## config.mk

```make
export PLATFORM = sky130hd
export DESIGN_NAME = pop3_mail_body_extractor
export DESIGN_NICKNAME = d
export VERILOG_FILES = /design/src/design/pmbe_pkg.sv /design/src/design/pop3_mail_body_extractor.sv /design/src/design/pmbe_core.sv
export SDC_FILE = /design/constraint.sdc
export NUM_CORES = 1
export LEC_CHECK = 0
export BUFFER_PORTS_ARGS = -buffer_cell sky130_fd_sc_hd__buf_2
export CORE_UTILIZATION = 60
export CTS_CLUSTER_DIAMETER = 30
export CTS_CLUSTER_SIZE = 14
export DETAILED_ROUTE_END_ITERATION = 8
export PLACE_DENSITY_LB_ADDON = 0.3
export SLEW_MARGIN = 25
export SYNTH_ARGS = -nofsm -noshare
export SYNTH_HDL_FRONTEND = slang
export SYNTH_SLANG_ARGS = --single-unit
```

## constraint.sdc

```tcl
create_clock -name clk -period 19.7 [get_ports clk]
set_input_delay 1.97 -clock clk [delete_from_list [all_inputs] [get_ports clk]]
set_output_delay 1.97 -clock clk [all_outputs]
set_load 0.01 [all_outputs]
```

## src/design/pmbe_pkg.sv

```systemverilog
// ----------------------------------------------------------------------------
// pmbe_pkg
// Types and constants shared by the POP3 mail body extractor.
// ----------------------------------------------------------------------------
package pmbe_pkg;

  localparam int CFG_DATA_W  = 16;
  localparam int CFG_INDEX_W = 1;

  typedef enum logic [CFG_INDEX_W-1:0] {
    REG_LINK_HDR_LEN = 1'b0,
    REG_SERVER_PORT  = 1'b1
  } cfg_reg_t;

  localparam logic [6:0]  LINK_HDR_LEN_RST = 7'd14;
  localparam logic [15:0] SERVER_PORT_RST  = 16'd110;

  localparam logic [7:0]  TCP_PROTO = 8'd6;
  localparam logic [5:0]  HDR_BYTES = 6'd40;
  localparam logic [2:0]  LEN_POS   = 3'd4;
  localparam logic [7:0]  CHAR_ZERO = 8'h30;
  localparam logic [7:0]  CHAR_NINE = 8'h39;

  // header byte positions, counted from the start of the IP header
  localparam logic [5:0] H_IPLEN_HI = 6'd2;
  localparam logic [5:0] H_IPLEN_LO = 6'd3;
  localparam logic [5:0] H_PROTO    = 6'd9;
  localparam logic [5:0] H_SPORT_HI = 6'd20;
  localparam logic [5:0] H_SPORT_LO = 6'd21;
  localparam logic [5:0] H_FLAGS    = 6'd33;
  localparam logic [5:0] H_LAST     = 6'd39;

  typedef enum logic [4:0] {
    PH_WAIT   = 5'b00001,
    PH_DIGITS = 5'b00010,
    PH_SKIP   = 5'b00100,
    PH_BODY   = 5'b01000,
    PH_REJECT = 5'b10000
  } phase_t;

  typedef struct packed {
    logic [7:0] frame_byte;
    logic       frame_first;
    logic       frame_last;
  } pmbe_in_t;

  typedef struct packed {
    logic [7:0]  body_byte;
    logic        byte_valid;
    logic        mail_done;
    logic [15:0] mail_number;
    logic [31:0] announced_length;
  } pmbe_out_t;

  typedef struct packed {
    logic [6:0]  link_header_length;
    logic [15:0] server_port;
  } pmbe_cfg_t;

  // length * 10 + digit, saturating at 32 bits
  function automatic logic [31:0] dec_accum(input logic [31:0] v, input logic [3:0] d);
    logic [35:0] s;
    s = 36'({v, 3'b000}) + 36'({v, 1'b0}) + 36'(d);
    return (s[35:32] != 4'd0) ? 32'hFFFF_FFFF : s[31:0];
  endfunction

endpackage

```

## src/design/pop3_mail_body_extractor.sv

```systemverilog
// ----------------------------------------------------------------------------
// pop3_mail_body_extractor
// Pulls mail body bytes out of captured POP3 server frames.
// ----------------------------------------------------------------------------
// Takes one frame byte per cycle and returns at most one result per byte:
// the byte is held in the input register, then the parser step writes the
// result register. A held result stalls the parser step, which
// in turn stalls the input once the input register is full; otherwise a new
// byte is taken every cycle. Only bytes that are emitted or that close a mail
// produce a result. Configuration is written through cfg_we/cfg_index/
// cfg_wdata and should only change while no item is in flight.
module pop3_mail_body_extractor import pmbe_pkg::*; #(
  parameter int OFFSET_WIDTH = 16,
  parameter int INDEX_WIDTH  = 16
) (
  input  logic                   clk,
  input  logic                   rst_n,
  input  logic                   in_valid,
  output logic                   in_stall,
  input  pmbe_in_t               in_item,
  output logic                   out_valid,
  input  logic                   out_stall,
  output pmbe_out_t              out_item,
  input  logic                   cfg_we,
  input  logic [CFG_INDEX_W-1:0] cfg_index,
  input  logic [CFG_DATA_W-1:0]  cfg_wdata
);

  pmbe_cfg_t cfg_r;
  logic      in_valid_r;
  pmbe_in_t  in_item_r;
  logic      out_valid_r;
  pmbe_out_t out_item_r;
  logic      adv;
  logic      res_valid;
  pmbe_out_t res;

  always_ff @(posedge clk) begin
    if (!rst_n) begin
      cfg_r.link_header_length <= LINK_HDR_LEN_RST;
      cfg_r.server_port        <= SERVER_PORT_RST;
    end else if (cfg_we) begin
      case (cfg_reg_t'(cfg_index))
        REG_LINK_HDR_LEN: cfg_r.link_header_length <= cfg_wdata[6:0];
        REG_SERVER_PORT:  cfg_r.server_port        <= cfg_wdata;
        default: ;
      endcase
    end
  end

  // parser step runs when the input register holds a byte and the result register can take its output
  assign adv      = in_valid_r && (!out_valid_r || !out_stall);
  assign in_stall = in_valid_r && !adv;

  always_ff @(posedge clk) begin
    if (!rst_n) begin
      in_valid_r <= 1'b0;
    end else if (!in_stall) begin
      in_valid_r <= in_valid;
    end
  end

  always_ff @(posedge clk) begin
    if (in_valid && !in_stall) in_item_r <= in_item;
  end

  pmbe_core #(
    .OFFSET_WIDTH(OFFSET_WIDTH),
    .INDEX_WIDTH (INDEX_WIDTH)
  ) u_core (
    .clk      (clk),
    .rst_n    (rst_n),
    .step     (adv),
    .item     (in_item_r),
    .cfg      (cfg_r),
    .res_valid(res_valid),
    .res      (res)
  );

  always_ff @(posedge clk) begin
    if (!rst_n) begin
      out_valid_r <= 1'b0;
    end else if (adv) begin
      out_valid_r <= res_valid;
    end else if (!out_stall) begin
      out_valid_r <= 1'b0;
    end
  end

  always_ff @(posedge clk) begin
    if (adv && res_valid) out_item_r <= res;
  end

  assign out_valid = out_valid_r;
  assign out_item  = out_item_r;

  a_result_nonempty: assert property (@(posedge clk) disable iff (!rst_n)
    out_valid |-> (out_item.byte_valid || out_item.mail_done))
    else $error("result carries neither a byte nor a close");

  a_body_zero: assert property (@(posedge clk) disable iff (!rst_n)
    (out_valid && !out_item.byte_valid) |-> (out_item.body_byte == 8'd0))
    else $error("body byte not zero on a close-only result");

  a_stall_full: assert property (@(posedge clk) disable iff (!rst_n)
    in_stall |-> (in_valid_r && out_valid_r && out_stall))
    else $error("input stalled without a held result");

  a_step_free: assert property (@(posedge clk) disable iff (!rst_n)
    (adv && out_valid_r) |-> !out_stall)
    else $error("parser stepped over a held result");

endmodule

```

## src/design/pmbe_core.sv

```systemverilog
// ----------------------------------------------------------------------------
// pmbe_core
// Per-byte frame parser and mail tracker: header capture, segment
// qualification, length parse and body emit. State advances on step.
// ----------------------------------------------------------------------------
module pmbe_core import pmbe_pkg::*; #(
  parameter int OFFSET_WIDTH = 16,
  parameter int INDEX_WIDTH  = 16
) (
  input  logic      clk,
  input  logic      rst_n,
  input  logic      step,
  input  pmbe_in_t  item,
  input  pmbe_cfg_t cfg,
  output logic      res_valid,
  output pmbe_out_t res
);

  localparam logic [OFFSET_WIDTH-1:0] OFF_MAX = '1;

  logic [OFFSET_WIDTH-1:0] frame_offset_r, frame_offset_nxt;
  logic [15:0]             ip_length_r, ip_length_nxt;
  logic                    segment_ok_r, segment_ok_nxt;
  logic [15:0]             sport_r, sport_nxt;
  logic [7:0]              proto_r, proto_nxt;
  logic [1:0]              flags_r, flags_nxt;
  logic                    receiving_r, receiving_nxt;
  phase_t                  phase_r, phase_nxt;
  logic [31:0]             mail_length_r, mail_length_nxt;
  logic [31:0]             mail_count_r, mail_count_nxt;
  logic [INDEX_WIDTH-1:0]  mail_index_r, mail_index_nxt;

  logic [OFFSET_WIDTH-1:0] off, h, p;
  logic [15:0]             plen;
  logic [32:0]             p_ext, plen_ext;
  logic                    digit, emit, ended, done;
  logic [31:0]             idx_ext;

  assign plen = (ip_length_r > 16'(HDR_BYTES)) ? (ip_length_r - 16'(HDR_BYTES)) : 16'd0;
  assign digit = item.frame_byte inside {[CHAR_ZERO:CHAR_NINE]};

  always_comb begin
    frame_offset_nxt = frame_offset_r;
    ip_length_nxt    = ip_length_r;
    segment_ok_nxt   = segment_ok_r;
    sport_nxt        = sport_r;
    proto_nxt        = proto_r;
    flags_nxt        = flags_r;
    receiving_nxt    = receiving_r;
    phase_nxt        = phase_r;
    mail_length_nxt  = mail_length_r;
    mail_count_nxt   = mail_count_r;
    mail_index_nxt   = mail_index_r;
    emit  = 1'b0;
    ended = 1'b0;
    done  = 1'b0;
    off   = frame_offset_r;
    h     = '0;
    p     = '0;
    p_ext    = '0;
    plen_ext = 33'(plen);

    if (item.frame_first) begin
      off            = '0;
      segment_ok_nxt = 1'b0;
    end

    if (off != OFF_MAX) begin
      if (off >= OFFSET_WIDTH'(cfg.link_header_length)) begin
        h = off - OFFSET_WIDTH'(cfg.link_header_length);
        if (h < OFFSET_WIDTH'(HDR_BYTES)) begin
          case (h[5:0])
            H_IPLEN_HI: ip_length_nxt = {item.frame_byte, ip_length_r[7:0]};
            H_IPLEN_LO: ip_length_nxt = {ip_length_r[15:8], item.frame_byte};
            H_PROTO:    proto_nxt = item.frame_byte;
            H_SPORT_HI: sport_nxt = {item.frame_byte, sport_r[7:0]};
            H_SPORT_LO: sport_nxt = {sport_r[15:8], item.frame_byte};
            H_FLAGS:    flags_nxt = item.frame_byte[1:0];
            H_LAST: begin
              segment_ok_nxt = (proto_r == TCP_PROTO) && (sport_r == cfg.server_port) &&
                               (flags_r == 2'b00);
              if (segment_ok_nxt) begin
                phase_nxt = PH_WAIT;
                if (plen == 16'd0) ended = 1'b1;
              end
            end
            default: ;
          endcase
        end else if (segment_ok_nxt) begin
          p     = h - OFFSET_WIDTH'(HDR_BYTES);
          p_ext = 33'(p);
          if (p_ext < plen_ext) begin
            if (receiving_r) begin
              emit = 1'b1;
            end else begin
              case (phase_r)
                PH_WAIT: begin
                  if (p == OFFSET_WIDTH'(LEN_POS)) begin
                    if (digit) begin
                      phase_nxt       = PH_DIGITS;
                      mail_length_nxt = 32'(item.frame_byte[3:0]);
                      mail_count_nxt  = '0;
                    end else begin
                      phase_nxt = PH_REJECT;
                    end
                  end
                end
                PH_DIGITS: begin
                  if (digit) mail_length_nxt = dec_accum(mail_length_r, item.frame_byte[3:0]);
                  else       phase_nxt = PH_SKIP;
                end
                PH_SKIP: phase_nxt = PH_BODY;
                PH_BODY: emit = 1'b1;
                default: ;
              endcase
            end
            if (emit && (mail_count_nxt != 32'hFFFF_FFFF))
              mail_count_nxt = mail_count_nxt + 32'd1;
            if ((p_ext + 33'd1) >= plen_ext || item.frame_last) ended = 1'b1;
          end else begin
            segment_ok_nxt = 1'b0;
          end
        end
      end
      frame_offset_nxt = off + OFFSET_WIDTH'(1);
    end else begin
      frame_offset_nxt = off;
    end

    if (ended) begin
      segment_ok_nxt = 1'b0;
      if (receiving_r) begin
        if (mail_count_nxt >= mail_length_nxt) begin
          receiving_nxt = 1'b0;
          done          = 1'b1;
        end
      end else if (phase_nxt == PH_DIGITS || phase_nxt == PH_SKIP || phase_nxt == PH_BODY) begin
        receiving_nxt = 1'b1;
      end
      if (done) mail_index_nxt = mail_index_r + INDEX_WIDTH'(1);
    end

    if (item.frame_last) begin
      frame_offset_nxt = OFF_MAX;
      segment_ok_nxt   = 1'b0;
    end
  end

  // mail number is the index before this item's close
  assign idx_ext   = 32'(mail_index_r);
  assign res_valid = emit || done;
  assign res.body_byte        = emit ? item.frame_byte : 8'd0;
  assign res.byte_valid       = emit;
  assign res.mail_done        = done;
  assign res.mail_number      = idx_ext[15:0];
  assign res.announced_length = mail_length_nxt;

  always_ff @(posedge clk) begin
    if (!rst_n) begin
      frame_offset_r <= '0;
      ip_length_r    <= '0;
      segment_ok_r   <= 1'b0;
      sport_r        <= '0;
      proto_r        <= '0;
      flags_r        <= '0;
      receiving_r    <= 1'b0;
      phase_r        <= PH_WAIT;
      mail_length_r  <= '0;
      mail_count_r   <= '0;
      mail_index_r   <= '0;
    end else if (step) begin
      frame_offset_r <= frame_offset_nxt;
      ip_length_r    <= ip_length_nxt;
      segment_ok_r   <= segment_ok_nxt;
      sport_r        <= sport_nxt;
      proto_r        <= proto_nxt;
      flags_r        <= flags_nxt;
      receiving_r    <= receiving_nxt;
      phase_r        <= phase_nxt;
      mail_length_r  <= mail_length_nxt;
      mail_count_r   <= mail_count_nxt;
      mail_index_r   <= mail_index_nxt;
    end
  end

endmodule
```

==> impl_metrics.env <==
export IMPL_reg2reg_depth=40
export IMPL_cts_buffer_depth=3
export IMPL_die_h_um=170
export IMPL_min_path_cells=0
export IMPL_cp_top_family="compound AO/OA/AOI/OAI gates"
export IMPL_drv_slew=0
export IMPL_drtAntennaViolNets=0
export IMPL_routedWlPerCell_um=18.0
export IMPL_p_total_w=0.00148
export IMPL_r2r_setup_slack_ps=9080
export IMPL_fin_crit_sh_pct=53.9
export IMPL_synthArstFlopShare_pct=0
export IMPL_syn2layout_area_growth_pct=13.3
export IMPL_coreArea_um2=27900
export IMPL_dr_first_iter_drc_count=1470
export IMPL_vias=16100
export IMPL_place_gp_congestion=0.949
export IMPL_initial_core_util_pct=61.1
export IMPL_hp_class="reg -> reg"
export IMPL_path_buf_inv=7
export IMPL_holdCritStartpoint="u_core.mail_index_r[15]$_SDFFE_PN0P_"
export IMPL_worstPathRequired_ps=19890
export IMPL_startpoint_type="flop"
export IMPL_post_cts_buffers=0
export IMPL_die_w_um=170
export IMPL_cts_buffers=47
export IMPL_slowest_stage="o21a_2"
export IMPL_rr_endpoint="out_item[18]$_DFFE_PP_"
export IMPL_layout_commonest_cell="nand2_1"
export IMPL_cp_end_kind="flop"
export IMPL_syn_area_um2=17000
export IMPL_antenna_found_initial=1
export IMPL_grt_pass1_vias=15200
export IMPL_fin_nets=2353
export IMPL_grt_pass1_wl_um=74800
export IMPL_ys_flop_type="dfxtp_1"
export IMPL_fmax_mhz=94.1
export IMPL_portBuffers=91
export IMPL_cp_common_cell="nand2_1"
export IMPL_powerDensity_nw_per_um2=76.9
export IMPL_critPathArrivalTime_ps=10820
export IMPL_root_buffer="clkbuf_16"
export IMPL_insertion_delay_ps=570
export IMPL_cp_num_cells=40
export IMPL_holdPathEnd="out_item[47]$_DFFE_PP_"
export IMPL_rows=61
export IMPL_h_tree_depth=2
export IMPL_skew_ps=30.5
export IMPL_yosys_register_bits=238
export IMPL_io_pins=92
export IMPL_crit_start="in_item_r[1]$_DFFE_PP_"
export IMPL_drive_gt1_share_pct=10.7
export IMPL_synth_cells=2131
export IMPL_peakVddDrop_mv=0.123
export IMPL_final_cell_mix="296 x nand2_1, 236 x a21oi_1, 181 x nor2_1, 170 x dfxtp_1, 141 x ha_1"
export IMPL_post_route_min_period_ps=10620
export IMPL_synth_area_per_cell_um2=7.98
export IMPL_cts_resized_gates=0
export IMPL_r2r_start="in_item_r[1]$_DFFE_PP_"
export IMPL_hold_buffers=0
export IMPL_cts_sinks=238
export IMPL_crit_path_max_incr_delay_ps=550
export IMPL_synth_edf_count=68
export IMPL_via_per_inst=6.22
export IMPL_cap_violations=0
export IMPL_tns_ps=0
export IMPL_drt_wl_total_um=46800
export IMPL_synth_net_count=2307
export IMPL_crit_type="reg -> reg"
export IMPL_clk_pin_slew_ps=60
export IMPL_status="completed"
export IMPL_worst_pin_slew_ps=1010
export IMPL_drcViolationCount=0
export IMPL_synth_cell_type_count=101
export IMPL_crit_path_max_fanout=42
export IMPL_cts_tree="done"
export IMPL_grt_use_total_pct=32.0
export IMPL_fill_cells=2240
export IMPL_p_leak_nw=7.95
export IMPL_slew_headroom_pct=32.4
export IMPL_yosysSeqAreaShare_pct=32.0
export IMPL_rsz0062_at_grt="false"
export IMPL_gr_total_overflow=0
export IMPL_grt_max_degree=102
export IMPL_hold_violations=0
export IMPL_finalSetupViolCount=0
export IMPL_place_hpwl_um=33500
export IMPL_dr_pass1_iters=7
export IMPL_synth_warnings=0
export IMPL_die_area_um2=29000
==> worst max-delay path by stage <==
| stage | slack [ps] | end |
|---|---|---|
| floorplan | 9790 | out_item[0]$_DFFE_PP_ |
| global placement | 9410 | out_item[1]$_DFFE_PP_ |
| detailed placement | 8920 | out_item[2]$_DFFE_PP_ |
| CTS | 8920 | out_item[2]$_DFFE_PP_ |
| global route | 8140 | out_item[2]$_DFFE_PP_ |
| finish | 9080 | out_item[18]$_DFFE_PP_ |
==> report_power, final <==
part	total, W	switching [W]	internal, W
Sequential	0.000521	0.0000120	0.000509
Clock	0.000817	0.000297	0.000520
Combinational	0.000144	0.0000895	0.0000540
Total	0.00148	0.000398	0.00108
==> state kept, by name, indices dropped and copies added (netlist names) <==
name                   cells
cfg_r                     23
in_item_r                 10
in_valid_r                 1
out_item                  58
out_valid                  1
u_core.flags_r             2
u_core.frame_offset_r     16
u_core.ip_length_r        16
u_core.mail_count_r       32
u_core.mail_index_r       16
u_core.mail_length_r      32
u_core.phase_r             5
u_core.proto_r             8
u_core.receiving_r         1
u_core.segment_ok_r        1
u_core.sport_r            16
==> metrics by stage <==
stage                     util, %  hold slack, ps  cells  setup slack (ps)  area, um^2
after global routing         69.2             482   2595              8140       19300
after floorplan                 -             406   2131              9790       17000
after detailed placement     63.1             444   2506              8920       17600
final                        69.2             457   2595              9080       19300
after global placement       63.1             441   2506              9410       17600
after CTS                    69.1             458   2594              8920       19300
==> synthesized netlist by cell type, drive strengths merged, types with 9 or more instances <==
| master | count | area share, % |
|---|---|---|
| edfxtp | 68 | 12 |
| o211ai | 15 | 0.69 |
| nand2b | 21 | 0.77 |
| nor4 | 13 | 0.57 |
| o21bai | 11 | 0.49 |
| nand3 | 86 | 2.6 |
| a21o | 61 | 2.7 |
| inv | 67 | 1.5 |
| xor2 | 41 | 2.2 |
| mux2i | 17 | 1.1 |
| nor3 | 47 | 1.4 |
| nand2 | 301 | 6.7 |
| o22ai | 9 | 0.33 |
| buf | 16 | 0.63 |
| nor2b | 28 | 1.1 |
| and3 | 26 | 0.96 |
| and4 | 10 | 0.51 |
| o21ai | 127 | 3.8 |
| xnor2 | 87 | 4.6 |
| nor2 | 184 | 4.1 |
| or4 | 11 | 0.51 |
| and2 | 24 | 0.88 |
| clkbuf | 89 | 2.0 |
| a21oi | 239 | 7.1 |
| a31oi | 23 | 0.85 |
| nand4 | 32 | 1.2 |
| a22oi | 14 | 0.62 |
| ha | 141 | 10 |
| o21a | 11 | 0.49 |
| dfxtp | 170 | 20 |
| a211oi | 12 | 0.53 |
| or3 | 16 | 0.59 |
==> routing by layer <==
layer / track usage, % / wire length (um)
met1: 38.4 / 19000
met2: 55.3 / 22600
met3: 5.05 / 3190
met4: 16.4 / 2030
met5: 0 / 0
==> layout make-up <==
cell class                 instances  area, um^2  area share [%]
clock buffer                      49        1190            6.19
antenna                            1        2.50          0.0130
multi-input combinational       1720       10900            56.5
inverter                          68         258            1.34
timing repair buffer             102         542            2.81
tap                              378         473            2.45
clock inverter                    39         473            2.45
sequential                       238        5450            28.3
==> cells by family (layout without fill, tap and decap cells) <==
family	count (synthesis)	count (layout)	synth area share, %
compound gates	594	594	21.6
xor+xnor	128	128	6.79
fa+ha+maj	145	145	10.8
buf+inv	173	258	4.09
flops	238	238	32.0
mux	20	20	1.27
other cells	0	1	0
simple gates	833	833	23.4
Note: power is estimated with default switching activity, not from simulation.
